<file path="src/rtl/mmpx_pkg.sv">
// ============================================================================
// mmpx_pkg
// Shared types and constants for the multiset minimum pair xor block:
// transaction payloads, action and status codes, cell control and link types.
// ============================================================================
package mmpx_pkg;

    localparam int VALUE_W      = 30;
    localparam int ACTION_W     = 2;
    localparam int STATUS_W     = 2;
    localparam int OCC_W        = 9;
    localparam int DEF_CAPACITY = 256;

    typedef enum logic [ACTION_W-1:0] {
        ACT_INSERT = 2'd0,
        ACT_REMOVE = 2'd1,
        ACT_QUERY  = 2'd2,
        ACT_NONE   = 2'd3
    } action_t;

    typedef enum logic [STATUS_W-1:0] {
        STAT_OK     = 2'd0,
        STAT_FULL   = 2'd1,
        STAT_ABSENT = 2'd2,
        STAT_FEW    = 2'd3
    } status_t;

    // input transaction
    typedef struct packed {
        logic [ACTION_W-1:0] action;
        logic [VALUE_W-1:0]  value;
    } cmd_item_t;

    // output transaction
    typedef struct packed {
        logic [VALUE_W-1:0]  min_xor;
        logic [STATUS_W-1:0] status;
        logic [OCC_W-1:0]    occupancy;
    } res_item_t;

    typedef enum logic [1:0] {
        CMD_HOLD,
        CMD_INSERT,
        CMD_REMOVE
    } cell_cmd_t;

    // broadcast from controller to every cell
    typedef struct packed {
        cell_cmd_t          cmd;
        logic [VALUE_W-1:0] value;
    } cell_ctrl_t;

    // what a cell shows its neighbors
    typedef struct packed {
        logic               valid;
        logic               gt;
        logic [VALUE_W-1:0] value;
    } cell_link_t;

    typedef enum logic [1:0] {
        ST_IDLE,
        ST_CMP,
        ST_QWAIT,
        ST_APPLY
    } state_t;

endpackage

</file>
<file path="src/rtl/mmpx_cell.sv">
// ============================================================================
// mmpx_cell
// One slot of the sorted chain: holds a value and a valid bit, compares it
// against the broadcast value, shifts in from a neighbor on insert or remove
// and keeps the xor with its right neighbor for the query tree.
// ============================================================================
module mmpx_cell (
    input  logic                         clk,
    input  logic                         rst_n,
    input  mmpx_pkg::cell_ctrl_t         ctrl,
    input  mmpx_pkg::cell_link_t         prev_link,
    input  mmpx_pkg::cell_link_t         next_link,
    output mmpx_pkg::cell_link_t         link,
    output logic                         match,
    output logic [mmpx_pkg::VALUE_W-1:0] pair_xor
);

    logic [mmpx_pkg::VALUE_W-1:0] val_reg, val_next;
    logic                         valid_reg, valid_next;
    logic                         gt_reg, ge_reg, eq_reg;
    logic [mmpx_pkg::VALUE_W-1:0] xor_reg;

    // shift control per command
    always_comb
    begin
        val_next   = val_reg;
        valid_next = valid_reg;
        unique case (ctrl.cmd)
            mmpx_pkg::CMD_INSERT:
            begin
                if (prev_link.gt)
                    val_next = prev_link.value;
                else if (gt_reg || !valid_reg)
                    val_next = ctrl.value;
                valid_next = valid_reg | prev_link.valid;
            end
            mmpx_pkg::CMD_REMOVE:
            begin
                if (ge_reg)
                    val_next = next_link.value;
                valid_next = next_link.valid;
            end
            default:
            begin
                val_next   = val_reg;
                valid_next = valid_reg;
            end
        endcase
    end

    // stored value, no reset
    always_ff @(posedge clk)
    begin
        val_reg <= val_next;
        xor_reg <= (valid_reg && next_link.valid) ? (val_reg ^ next_link.value)
                                                  : '1;
    end

    // valid bit and compare flags
    always_ff @(posedge clk or negedge rst_n)
    begin
        if (!rst_n)
        begin
            valid_reg <= 1'b0;
            gt_reg    <= 1'b0;
            ge_reg    <= 1'b0;
            eq_reg    <= 1'b0;
        end
        else
        begin
            valid_reg <= valid_next;
            gt_reg    <= valid_reg && (val_reg >  ctrl.value);
            ge_reg    <= valid_reg && (val_reg >= ctrl.value);
            eq_reg    <= valid_reg && (val_reg == ctrl.value);
        end
    end

    assign link.valid = valid_reg;
    assign link.gt    = gt_reg;
    assign link.value = val_reg;
    assign match      = eq_reg;
    assign pair_xor   = xor_reg;

endmodule

</file>
<file path="config.mk">
export PLATFORM = sky130hd
export DESIGN_NAME = mmpx_cell
export DESIGN_NICKNAME = d
export VERILOG_FILES = /design/src/rtl/mmpx_pkg.sv /design/src/rtl/mmpx_cell.sv
export SDC_FILE = /design/constraint.sdc
export NUM_CORES = 1
export LEC_CHECK = 0
export BUFFER_PORTS_ARGS = -buffer_cell sky130_fd_sc_hd__buf_4
export CAP_MARGIN = 10
export CORE_ASPECT_RATIO = 0.5
export CORE_UTILIZATION = 51
export DETAILED_ROUTE_END_ITERATION = 10
export PLACE_DENSITY = 0.92
export SYNTH_ARGS = -nofsm -noshare
export SYNTH_HDL_FRONTEND = slang
export SYNTH_SLANG_ARGS = --single-unit
</file>
<file path="constraint.sdc">
create_clock -name clk -period 4.8 [get_ports clk]
set_input_delay 0.48 -clock clk [delete_from_list [all_inputs] [get_ports clk]]
set_output_delay 0.48 -clock clk [all_outputs]
set_load 0.005 [all_outputs]
</file>
==> flow_summary.ini <==
[die]
num_io_pins = 161
die_w_um = 119
initial_utilization = 0.552
die_height_um = 60.6
die_area_um2 = 7230
core-area_um2 = 6360
rows = 20

[pwr]
power_mw = 1.58
combPwrFrac = 0.219
p_switching_mw = 0.400
p_per_area_nw_per_um2 = 313
power_frac_seq = 0.425
internal_power_mw = 1.17
power_switching_share = 0.254
p_clk_frac = 0.356
p_leak_nw = 2.38
ir_worst_vdd_uv = 193

[sta]
fin_setup_tns_ps = 0
final_max_slew_viol_count = 0
fin_crit_sh = 0.502
relSlewSlack = 0.280
setup_viol = 0
worstMarginPinSlew_ps = 1080
final_hold_viol_count = 0
fmax_ghz = 0.415
rsz0062_at_grt = false
clock_skew_ps = 6.82
timing.hold.ws_ps = 383
fin_crit_ps = 2410
setup_slack_ps = 2390

[synth]
yosys_register_bits = 64
synth-warning-count = 0
syn-cell-area_um2 = 3510
syn_area_per_cell_um2 = 9.82
syn_nets = 487
synth.distinct_cells = 32
synthCells = 357
ys_seq_area_frac = 0.457

[cts]
post-cts-setup-buffers = 0
numCtsBuffers = 9
clk_path_buf_depth = 2
insertion_delay_ps = 330
cts_tree = yes
post_cts_resized = 0
clockRootBuffer = clkbuf_16
clkTransAtPathRegs_ps = 50
clock-sinks = 64
cts_max_level = 3

[final_layout]
multi_input_area_um2 = 1720
regArea_um2 = 1600
syn_to_final_growth_pct = 43.4
layout.cells.non_filler = 607
n_antenna_cell = 0
drive_above_1_share = 0.343
fillers = 431
nets = 644

[worst_setup_path]
worstSetupStartpointType = primary input
cp.required_ps = 4740
worstPathArrival_ps = 2350
end_kind = register
cp_max_fo = 63
worst-setup-path-type = in2reg

[run]
maxCapViolCount = 0

[global_route]
grt_max_degree = 64
globalRouteMet3Util = 0.0724
grt-ovfl-total = 0
antenna_found_initial = 0
top_usage_layer = met2
grt_pass1_vias = 2970
grt_pass1_wl_um = 14200
grt_use_met1 = 0.306
use_met2 = 0.494
grt.total_usage = 0.266

[placed_design]
dp_slack_ps = 2070
port_buffers = 159
globalplace.congestion = 0.781
hpwl_um = 6600
dpl.cell_count = 590

[drt]
routedWlPerCell_um = 15.1
firstDrtPassIters = 5
drc = 0
dr.first_iter.drc_count = 164
ant_nets = 0
vias = 3076
via_per_inst = 5.07
routed_wl_um = 9150

[hold_path]
hold_path_class = in2reg

[run_status]
status = complete, no violations
[final timing paths]
kind                                       startpoint                 endpoint  slack [ps]  cells past startpoint
worst min-delay path                     next_link[0]   pair_xor[0]$_SDFF_PN1_         380                      3
worst min register to register  val_reg[23]$_DFFE_PP_  pair_xor[23]$_SDFF_PN1_         540                      2
max in group asynchronous                       rst_n         ge_reg$_DFF_PN0_        4170                      2
min in group asynchronous                       rst_n    valid_reg$_DFFE_PN0P_         530                      2
worst max register to register  valid_reg$_DFFE_PN0P_    val_reg[16]$_DFFE_PP_        2890                      3
worst max-delay path                         ctrl[30]    val_reg[16]$_DFFE_PP_        2390                      6
[power groups by stage]
stage          sequential [mW]  combinational (mW)  clock [mW]
2_1_floorplan            0.680               0.155           0
3_3_place_gp             0.678               0.330           0
3_5_place_dp             0.680               0.341           0
4_1_cts                  0.670               0.345       0.566
5_1_grt                  0.675               0.384       0.591
6_report                 0.670               0.345       0.560
[timing repair]
action / 4_1_cts / 5_1_grt
endpoints found under the hold margin: 4 / 0
endpoints found under the setup margin: 0 / 0
hold buffers: 1 / 0
[kinds of logic after synthesis]
logic type | share of synthesized area
and+or+nand+nor | 0.118
muxes | 0.0885
AOI/OAI and AO/OA | 0.0910
xor gates and xnor gates | 0.0749
buffers and inverters | 0.0567
adders and majority gates | 0.114
DFF | 0.457
[worst max-delay path: stages]
cell and delay (ps):
buf_4 110, inv_1 50, ha_2 150, buf_4 480, mux2i_1 210, a21oi_4 850
[layout by cell type, fill, tap and decap left out]
| master | count |
|---|---|
| and4_2 | 1 |
| nand2b_1 | 1 |
| a22oi_1 | 1 |
| a41o_1 | 1 |
| or3_4 | 1 |
| nand2b_2 | 1 |
| nand2_1 | 70 |
| a21boi_0 | 1 |
| nor3b_1 | 1 |
| clkbuf_16 | 9 |
| mux2i_1 | 31 |
| and4_4 | 2 |
| o21a_1 | 1 |
| ha_1 | 31 |
| nor2_1 | 3 |
| edfxtp_1 | 30 |
| nor3_1 | 3 |
| and2_1 | 1 |
| nand3_1 | 3 |
| o21ai_0 | 35 |
| a21oi_4 | 1 |
| inv_1 | 34 |
| dfxtp_1 | 30 |
| o31a_1 | 1 |
| ha_2 | 1 |
| nand3_4 | 1 |
| a21oi_1 | 15 |
| o21bai_1 | 3 |
| dfrtp_1 | 4 |
| xnor2_1 | 30 |
| dlygate4sd3_1 | 1 |
| buf_4 | 161 |
| clkinv_1 | 1 |
| nand4_1 | 3 |
| clkbuf_1 | 6 |
[per-stage QoR]
| step | util | area (um^2) |
|---|---|---|
| 3_3_place_gp | 0.750 | 4770 |
| 2_1_floorplan | - | 3510 |
| 6_report | 0.791 | 5030 |
| 4_1_cts | 0.791 | 5030 |
| 5_1_grt | 0.791 | 5030 |
| 3_5_place_dp | 0.750 | 4770 |
[synth_stat cells]
library cell / number / area (um^2)
nand2_1: 70 / 263
o21ai_0: 35 / 175
inv_1: 34 / 128
ha_1: 32 / 400
mux2i_1: 31 / 310
dfxtp_1: 30 / 601
edfxtp_1: 30 / 901
xnor2_1: 30 / 263
a21oi_1: 16 / 80.1
clkbuf_1: 10 / 37.5
dfrtp_1: 4 / 100
buf_2: 3 / 15.0
nand3_1: 3 / 15.0
nand4_1: 3 / 18.8
nor2_1: 3 / 11.3
nor3_1: 3 / 15.0
o21bai_1: 3 / 22.5
and4_4: 2 / 22.5
buf_4: 2 / 15.0
a21boi_0: 1 / 7.51
a22oi_1: 1 / 7.51
a41o_1: 1 / 10.0
and2_1: 1 / 6.26
and4_2: 1 / 10.0
buf_1: 1 / 3.75
nand2b_1: 1 / 6.26
nand2b_2: 1 / 8.76
nand3_4: 1 / 17.5
nor3b_1: 1 / 7.51
o21a_1: 1 / 7.51
o31a_1: 1 / 8.76
or3_4: 1 / 11.3
[metal layers]
layer  up-vias  share of wire
met3        10          0.057
li1       1523              -
met4         0          0.014
met1      1433           0.42
met2       110           0.51
met5         -              0
[layout make-up]
cell class	instances	share of cell area
Inverter	34	0.0254
Sequential cell	64	0.318
Clock inverter	1	0.000746
Timing Repair Buffer	162	0.242
Clock buffer	15	0.0493
Multi-Input combinational cell	243	0.342
Tap cell	88	0.0219
No activity file was read; power rests on OpenSTA's default activity.
