File: config.mk
export PLATFORM = sky130hd
export DESIGN_NAME = mmpx_ctrl
export DESIGN_NICKNAME = d
export VERILOG_FILES = /design/src/rtl/mmpx_pkg.sv /design/src/rtl/mmpx_ctrl.sv
export SDC_FILE = /design/constraint.sdc
export NUM_CORES = 1
export LEC_CHECK = 0
export ABC_CLOCK_PERIOD_IN_PS = 2600
export BUFFER_PORTS_ARGS = -buffer_cell sky130_fd_sc_hd__clkbuf_2
export CORE_MARGIN = 10
export CORE_UTILIZATION = 49
export DETAILED_ROUTE_END_ITERATION = 12
export PLACE_DENSITY_LB_ADDON = 0.25
export SYNTH_ARGS = -nofsm -noshare
export SYNTH_HDL_FRONTEND = slang
export SYNTH_SLANG_ARGS = --single-unit
File: constraint.sdc
create_clock -name clk -period 2.6 [get_ports clk]
set_clock_uncertainty 0.2 [all_clocks]
set_input_delay 0.13 -clock clk [delete_from_list [all_inputs] [get_ports clk]]
set_output_delay 0.13 -clock clk [all_outputs]
set_load 0.03 [all_outputs]
File: src/rtl/mmpx_pkg.sv
// ============================================================================
// mmpx_pkg
// Shared types and constants for the multiset minimum pair xor block:
// transaction payloads, action and status codes, cell control and link types.
// ============================================================================
package mmpx_pkg;

    localparam int VALUE_W      = 30;
    localparam int ACTION_W     = 2;
    localparam int STATUS_W     = 2;
    localparam int OCC_W        = 9;
    localparam int DEF_CAPACITY = 256;

    typedef enum logic [ACTION_W-1:0] {
        ACT_INSERT = 2'd0,
        ACT_REMOVE = 2'd1,
        ACT_QUERY  = 2'd2,
        ACT_NONE   = 2'd3
    } action_t;

    typedef enum logic [STATUS_W-1:0] {
        STAT_OK     = 2'd0,
        STAT_FULL   = 2'd1,
        STAT_ABSENT = 2'd2,
        STAT_FEW    = 2'd3
    } status_t;

    // input transaction
    typedef struct packed {
        logic [ACTION_W-1:0] action;
        logic [VALUE_W-1:0]  value;
    } cmd_item_t;

    // output transaction
    typedef struct packed {
        logic [VALUE_W-1:0]  min_xor;
        logic [STATUS_W-1:0] status;
        logic [OCC_W-1:0]    occupancy;
    } res_item_t;

    typedef enum logic [1:0] {
        CMD_HOLD,
        CMD_INSERT,
        CMD_REMOVE
    } cell_cmd_t;

    // broadcast from controller to every cell
    typedef struct packed {
        cell_cmd_t          cmd;
        logic [VALUE_W-1:0] value;
    } cell_ctrl_t;

    // what a cell shows its neighbors
    typedef struct packed {
        logic               valid;
        logic               gt;
        logic [VALUE_W-1:0] value;
    } cell_link_t;

    typedef enum logic [1:0] {
        ST_IDLE,
        ST_CMP,
        ST_QWAIT,
        ST_APPLY
    } state_t;

endpackage

File: src/rtl/mmpx_ctrl.sv
// ============================================================================
// mmpx_ctrl
// Sequencer for the sorted chain: takes a transaction, lets the cells compare,
// waits out the min tree for queries, then commits the shift, updates the
// count and loads the result register.
// ============================================================================
module mmpx_ctrl #(
    parameter int CAPACITY = mmpx_pkg::DEF_CAPACITY,
    parameter int LEVELS   = 8
) (
    input  logic                         clk,
    input  logic                         rst_n,
    input  logic                         cmd_valid,
    output logic                         cmd_ready,
    input  mmpx_pkg::cmd_item_t          cmd,
    output logic                         res_valid,
    input  logic                         res_ready,
    output mmpx_pkg::res_item_t          res,
    output mmpx_pkg::cell_ctrl_t         cell_ctrl,
    input  logic                         any_match,
    input  logic [mmpx_pkg::VALUE_W-1:0] tree_min
);

    localparam int CNT_W  = $clog2(CAPACITY + 1);
    localparam int WAIT_W = $clog2(LEVELS + 1);

    mmpx_pkg::state_t             state_reg, state_next;
    mmpx_pkg::action_t            act_reg;
    logic [mmpx_pkg::VALUE_W-1:0] val_reg;
    logic [CNT_W-1:0]             cnt_reg, cnt_next;
    logic [WAIT_W-1:0]            wait_reg, wait_next;
    mmpx_pkg::res_item_t          res_reg, res_next;
    logic                         res_valid_reg;
    logic                         fire;
    mmpx_pkg::cell_cmd_t          cmd_sel;
    mmpx_pkg::status_t            status_sel;
    logic [mmpx_pkg::VALUE_W-1:0] min_sel;

    assign fire = (state_reg == mmpx_pkg::ST_APPLY) && (!res_valid_reg || res_ready);

    // next state
    always_comb
    begin
        state_next = state_reg;
        unique case (state_reg)
            mmpx_pkg::ST_IDLE:
                if (cmd_valid)
                    state_next = mmpx_pkg::ST_CMP;
            mmpx_pkg::ST_CMP:
                state_next = (act_reg == mmpx_pkg::ACT_QUERY) ? mmpx_pkg::ST_QWAIT
                                                              : mmpx_pkg::ST_APPLY;
            mmpx_pkg::ST_QWAIT:
                if (wait_reg == '0)
                    state_next = mmpx_pkg::ST_APPLY;
            mmpx_pkg::ST_APPLY:
                if (fire)
                    state_next = mmpx_pkg::ST_IDLE;
            default:
                state_next = mmpx_pkg::ST_IDLE;
        endcase
    end

    // action decode and result
    always_comb
    begin
        cmd_sel    = mmpx_pkg::CMD_HOLD;
        status_sel = mmpx_pkg::STAT_OK;
        min_sel    = '0;
        cnt_next   = cnt_reg;
        unique case (act_reg)
            mmpx_pkg::ACT_INSERT:
            begin
                if (cnt_reg == CNT_W'(CAPACITY))
                    status_sel = mmpx_pkg::STAT_FULL;
                else
                begin
                    cmd_sel  = mmpx_pkg::CMD_INSERT;
                    cnt_next = cnt_reg + CNT_W'(1);
                end
            end
            mmpx_pkg::ACT_REMOVE:
            begin
                if (any_match)
                begin
                    cmd_sel  = mmpx_pkg::CMD_REMOVE;
                    cnt_next = cnt_reg - CNT_W'(1);
                end
                else
                    status_sel = mmpx_pkg::STAT_ABSENT;
            end
            mmpx_pkg::ACT_QUERY:
            begin
                if (cnt_reg < CNT_W'(2))
                    status_sel = mmpx_pkg::STAT_FEW;
                else
                    min_sel = tree_min;
            end
            default:
            begin
                status_sel = mmpx_pkg::STAT_OK;
            end
        endcase
        res_next.min_xor   = min_sel;
        res_next.status    = status_sel;
        res_next.occupancy = mmpx_pkg::OCC_W'(cnt_next);
    end

    // tree wait counter
    always_comb
    begin
        wait_next = wait_reg;
        if (state_reg == mmpx_pkg::ST_CMP)
            wait_next = WAIT_W'(LEVELS - 1);
        else if (state_reg == mmpx_pkg::ST_QWAIT)
            wait_next = wait_reg - WAIT_W'(1);
    end

    // control registers
    always_ff @(posedge clk or negedge rst_n)
    begin
        if (!rst_n)
        begin
            state_reg     <= mmpx_pkg::ST_IDLE;
            cnt_reg       <= '0;
            wait_reg      <= '0;
            res_valid_reg <= 1'b0;
        end
        else
        begin
            state_reg <= state_next;
            wait_reg  <= wait_next;
            if (fire)
            begin
                cnt_reg       <= cnt_next;
                res_valid_reg <= 1'b1;
            end
            else if (res_ready)
                res_valid_reg <= 1'b0;
        end
    end

    // payload registers
    always_ff @(posedge clk)
    begin
        if (cmd_valid && cmd_ready)
        begin
            act_reg <= mmpx_pkg::action_t'(cmd.action);
            val_reg <= cmd.value;
        end
        if (fire)
            res_reg <= res_next;
    end

    // outputs
    always_comb
    begin
        cmd_ready       = (state_reg == mmpx_pkg::ST_IDLE);
        res_valid       = res_valid_reg;
        res             = res_reg;
        cell_ctrl.cmd   = fire ? cmd_sel : mmpx_pkg::CMD_HOLD;
        cell_ctrl.value = val_reg;
    end

endmodule

==> metrics <==
Tmin final 2.37 ns; Distinct cells, synth 45; Crit Path Max Fanout 16; WS Path Type flip-flop to primary output; ys flop type edfxtp_1; IO Port Bufs 141; crit path setup slack, layout 0.227 ns; grt total ovfl 0; vias per cell 4.83; maxcap violations 0; top cells by count, synth 73 x edfxtp_1, 34 x and2_1, 16 x dfrtp_1; GRT Overall Usage 0.172; number of flip-flops in the largest register 41; Layout area overhead 43.7%; top area cells in the synthesized netlist edfxtp_1 59%, dfrtp_1 11%, and2_1 5.7%, ha_1 2.7%, xnor2_1 2.1%; # setup viols final 0; crit path capture type primary output; core area 7290 um^2; first-pass GRT wire length 15,500 um; Post-Synthesis Cells 260; setup TNS 0 ns; num rows 31; 1st-iter DRT viols 117; Seq cells post-synth 89; Sw Share 0.402; Die Wd 107 um; clock root buffer clkbuf_8; Hold/Removal Path Class primary input to asynchronous set/reset pin; share of cells above drive strength 1 0.358; pwr dens 966 nW/um^2; Synth area leader edfxtp_1; Inserted Diodes 0; Nets 547; fmax 421 MHz; leakage dissipation 2.32 nW; initial core utilization 0.509; fin. max-slew vios 0; Max-slew headroom 0.621; status complete, no violations; Design Power 5.16 mW; wire length per cell 16.9 um; CTS Buf Count 9; Final ANT Viol Nets 0; CTS H-tree lvls 3; Combinational Power Share 0.382; CP Data Required Time 2.27 ns; vias in the first global route 2,901; largest net degree at the start of global routing 33; CTS sink count 89; most common cell in the netlist edfxtp_1; Least-Margin Pin Slew 0.568 ns; Vias 2,780; Sw Pwr 2.07 mW; post-synth top area share 0.590; Post-CTS Setup Repair Bufs 0; worst path arrival time 2.04 ns; RSZ-0062 raised after global routing no; I/O pins 142; sequential share of power 0.448; Final Util 0.732; Detailed Route WL 9750 um; die area 11,500 um^2; fin crit share 0.913; Max IR drop VDD 0.000623 V; initial antenna violation count 0; final std cells w/o fill 576; Post-route DRC 0; clock share of power 0.169; CTS tree done; pre-CTS setup slack 0.479 ns; Skew-Pair Late Insertion Delay 0.36 ns; syn avg cell area 14.3 um^2; hpwl dp 6340 um; Cell Area, Synth 3710 um^2; Cells after DPL 496; Async SR Flop Fraction 0.180; CP Launch Type flip-flop; Max clock buf depth 2; final hold vios 0; syn nets 335; First-pass DRT Iterations 4; Clock transition at path regs 0.09 ns; Internal 3.08 mW; overall die height 107 um; register area share after synthesis 0.698; Fill cells 509; GPL Wtd Cong 0.863; Synth Warn # 0; Post-synth EDFFs 73
cells in the final DEF (no fill, tap or decap), drive strengths merged, types with 2 or more instances in the layout:
master and instances:
nor2 11, xor2 6, clkinv 2, clkbuf 151, xnor2 9, and2 34, or3 2, o21ai 13
clkinvlp 2, and3b 2, inv 14, dfrtp 16, nor3 6, and3 2, nor4 2, nand2 11
or2 2, edfxtp 73, dlygate4sd3 64, a32oi 2, o21bai 2, buf 6, nand4b 2, nand2b 3
a211oi 2, ha 8, nor2b 2, a22oi 2, a21oi 11
worst max-delay path, cell delays in order (launching register included):
cell	delay (ns)
dfrtp_1	0.40
ha_1	0.26
nand2_1	0.15
inv_1	0.46
and2_1	0.20
clkbuf_2	0.21
stage by stage:
stage	cell area, um^2	hold slack, ns
floorplan	3710	-0.366
global placement	4520	-0.100
detailed placement	4520	-0.0996
CTS	5340	0.0353
global route	5340	0.0669
finish	5340	0.0377
final timing paths:
kind	start	endpoint	slack, ns	depth (start not counted)
max	state_reg[1]	cell_ctrl[30]	0.23	5
max in group asynchronous	rst_n	cnt_reg[2]	1.85	2
min	rst_n	cnt_reg[1]	0.04	2
min reg2reg	wait_reg[3]	wait_reg[3]	0.30	1
min in group clk	cmd_valid	state_reg[1]	0.04	4
max reg2reg	wait_reg[0]	state_reg[0]	0.50	6
what timing repair did:
item	CTS	global route
hold buffers	64	0
resized for setup	0	0
hold endpoints to repair	79	0
power by group through the flow:
stage | combinational [mW] | clock [mW] | sequential, mW
after floorplan | 0.930 | 0 | 2.78
after global placement | 1.87 | 0 | 2.32
after detailed placement | 1.90 | 0 | 2.34
after CTS | 1.99 | 0.883 | 2.31
after global routing | 2.17 | 0.951 | 2.36
final | 1.97 | 0.873 | 2.31
layer usage:
metal	global-route usage	share of wire	wire length, um	up-vias
li1	-	-	-	1361
met1	0.189	0.38	3690	1299
met2	0.298	0.52	5030	109
met3	0.0683	0.094	913	11
met4	0.0551	0.012	119	0
met5	0	0	0	-
layout make-up:
class                   count  area, um^2  area share
clock inverters             6        52.6     0.00985
multi-input cells         149        1000       0.188
inverters                  12        45.0     0.00844
well taps                  99         124      0.0232
flip-flops and latches     89        2590       0.486
repair buffers            211        1390       0.261
clock buffers              10         128      0.0239
cell families (layout without fill, tap and decap cells):
group / after synthesis / count (layout) / synth area share
flops: 89 / 89 / 0.698
simple gates: 85 / 85 / 0.134
mux: 1 / 1 / 0.00303
xor+xnor: 15 / 15 / 0.0354
compound gates: 40 / 40 / 0.0714
buf+inv: 22 / 239 / 0.0313
fa+ha+maj: 8 / 8 / 0.0270
Power figures use the tool's default switching activity.
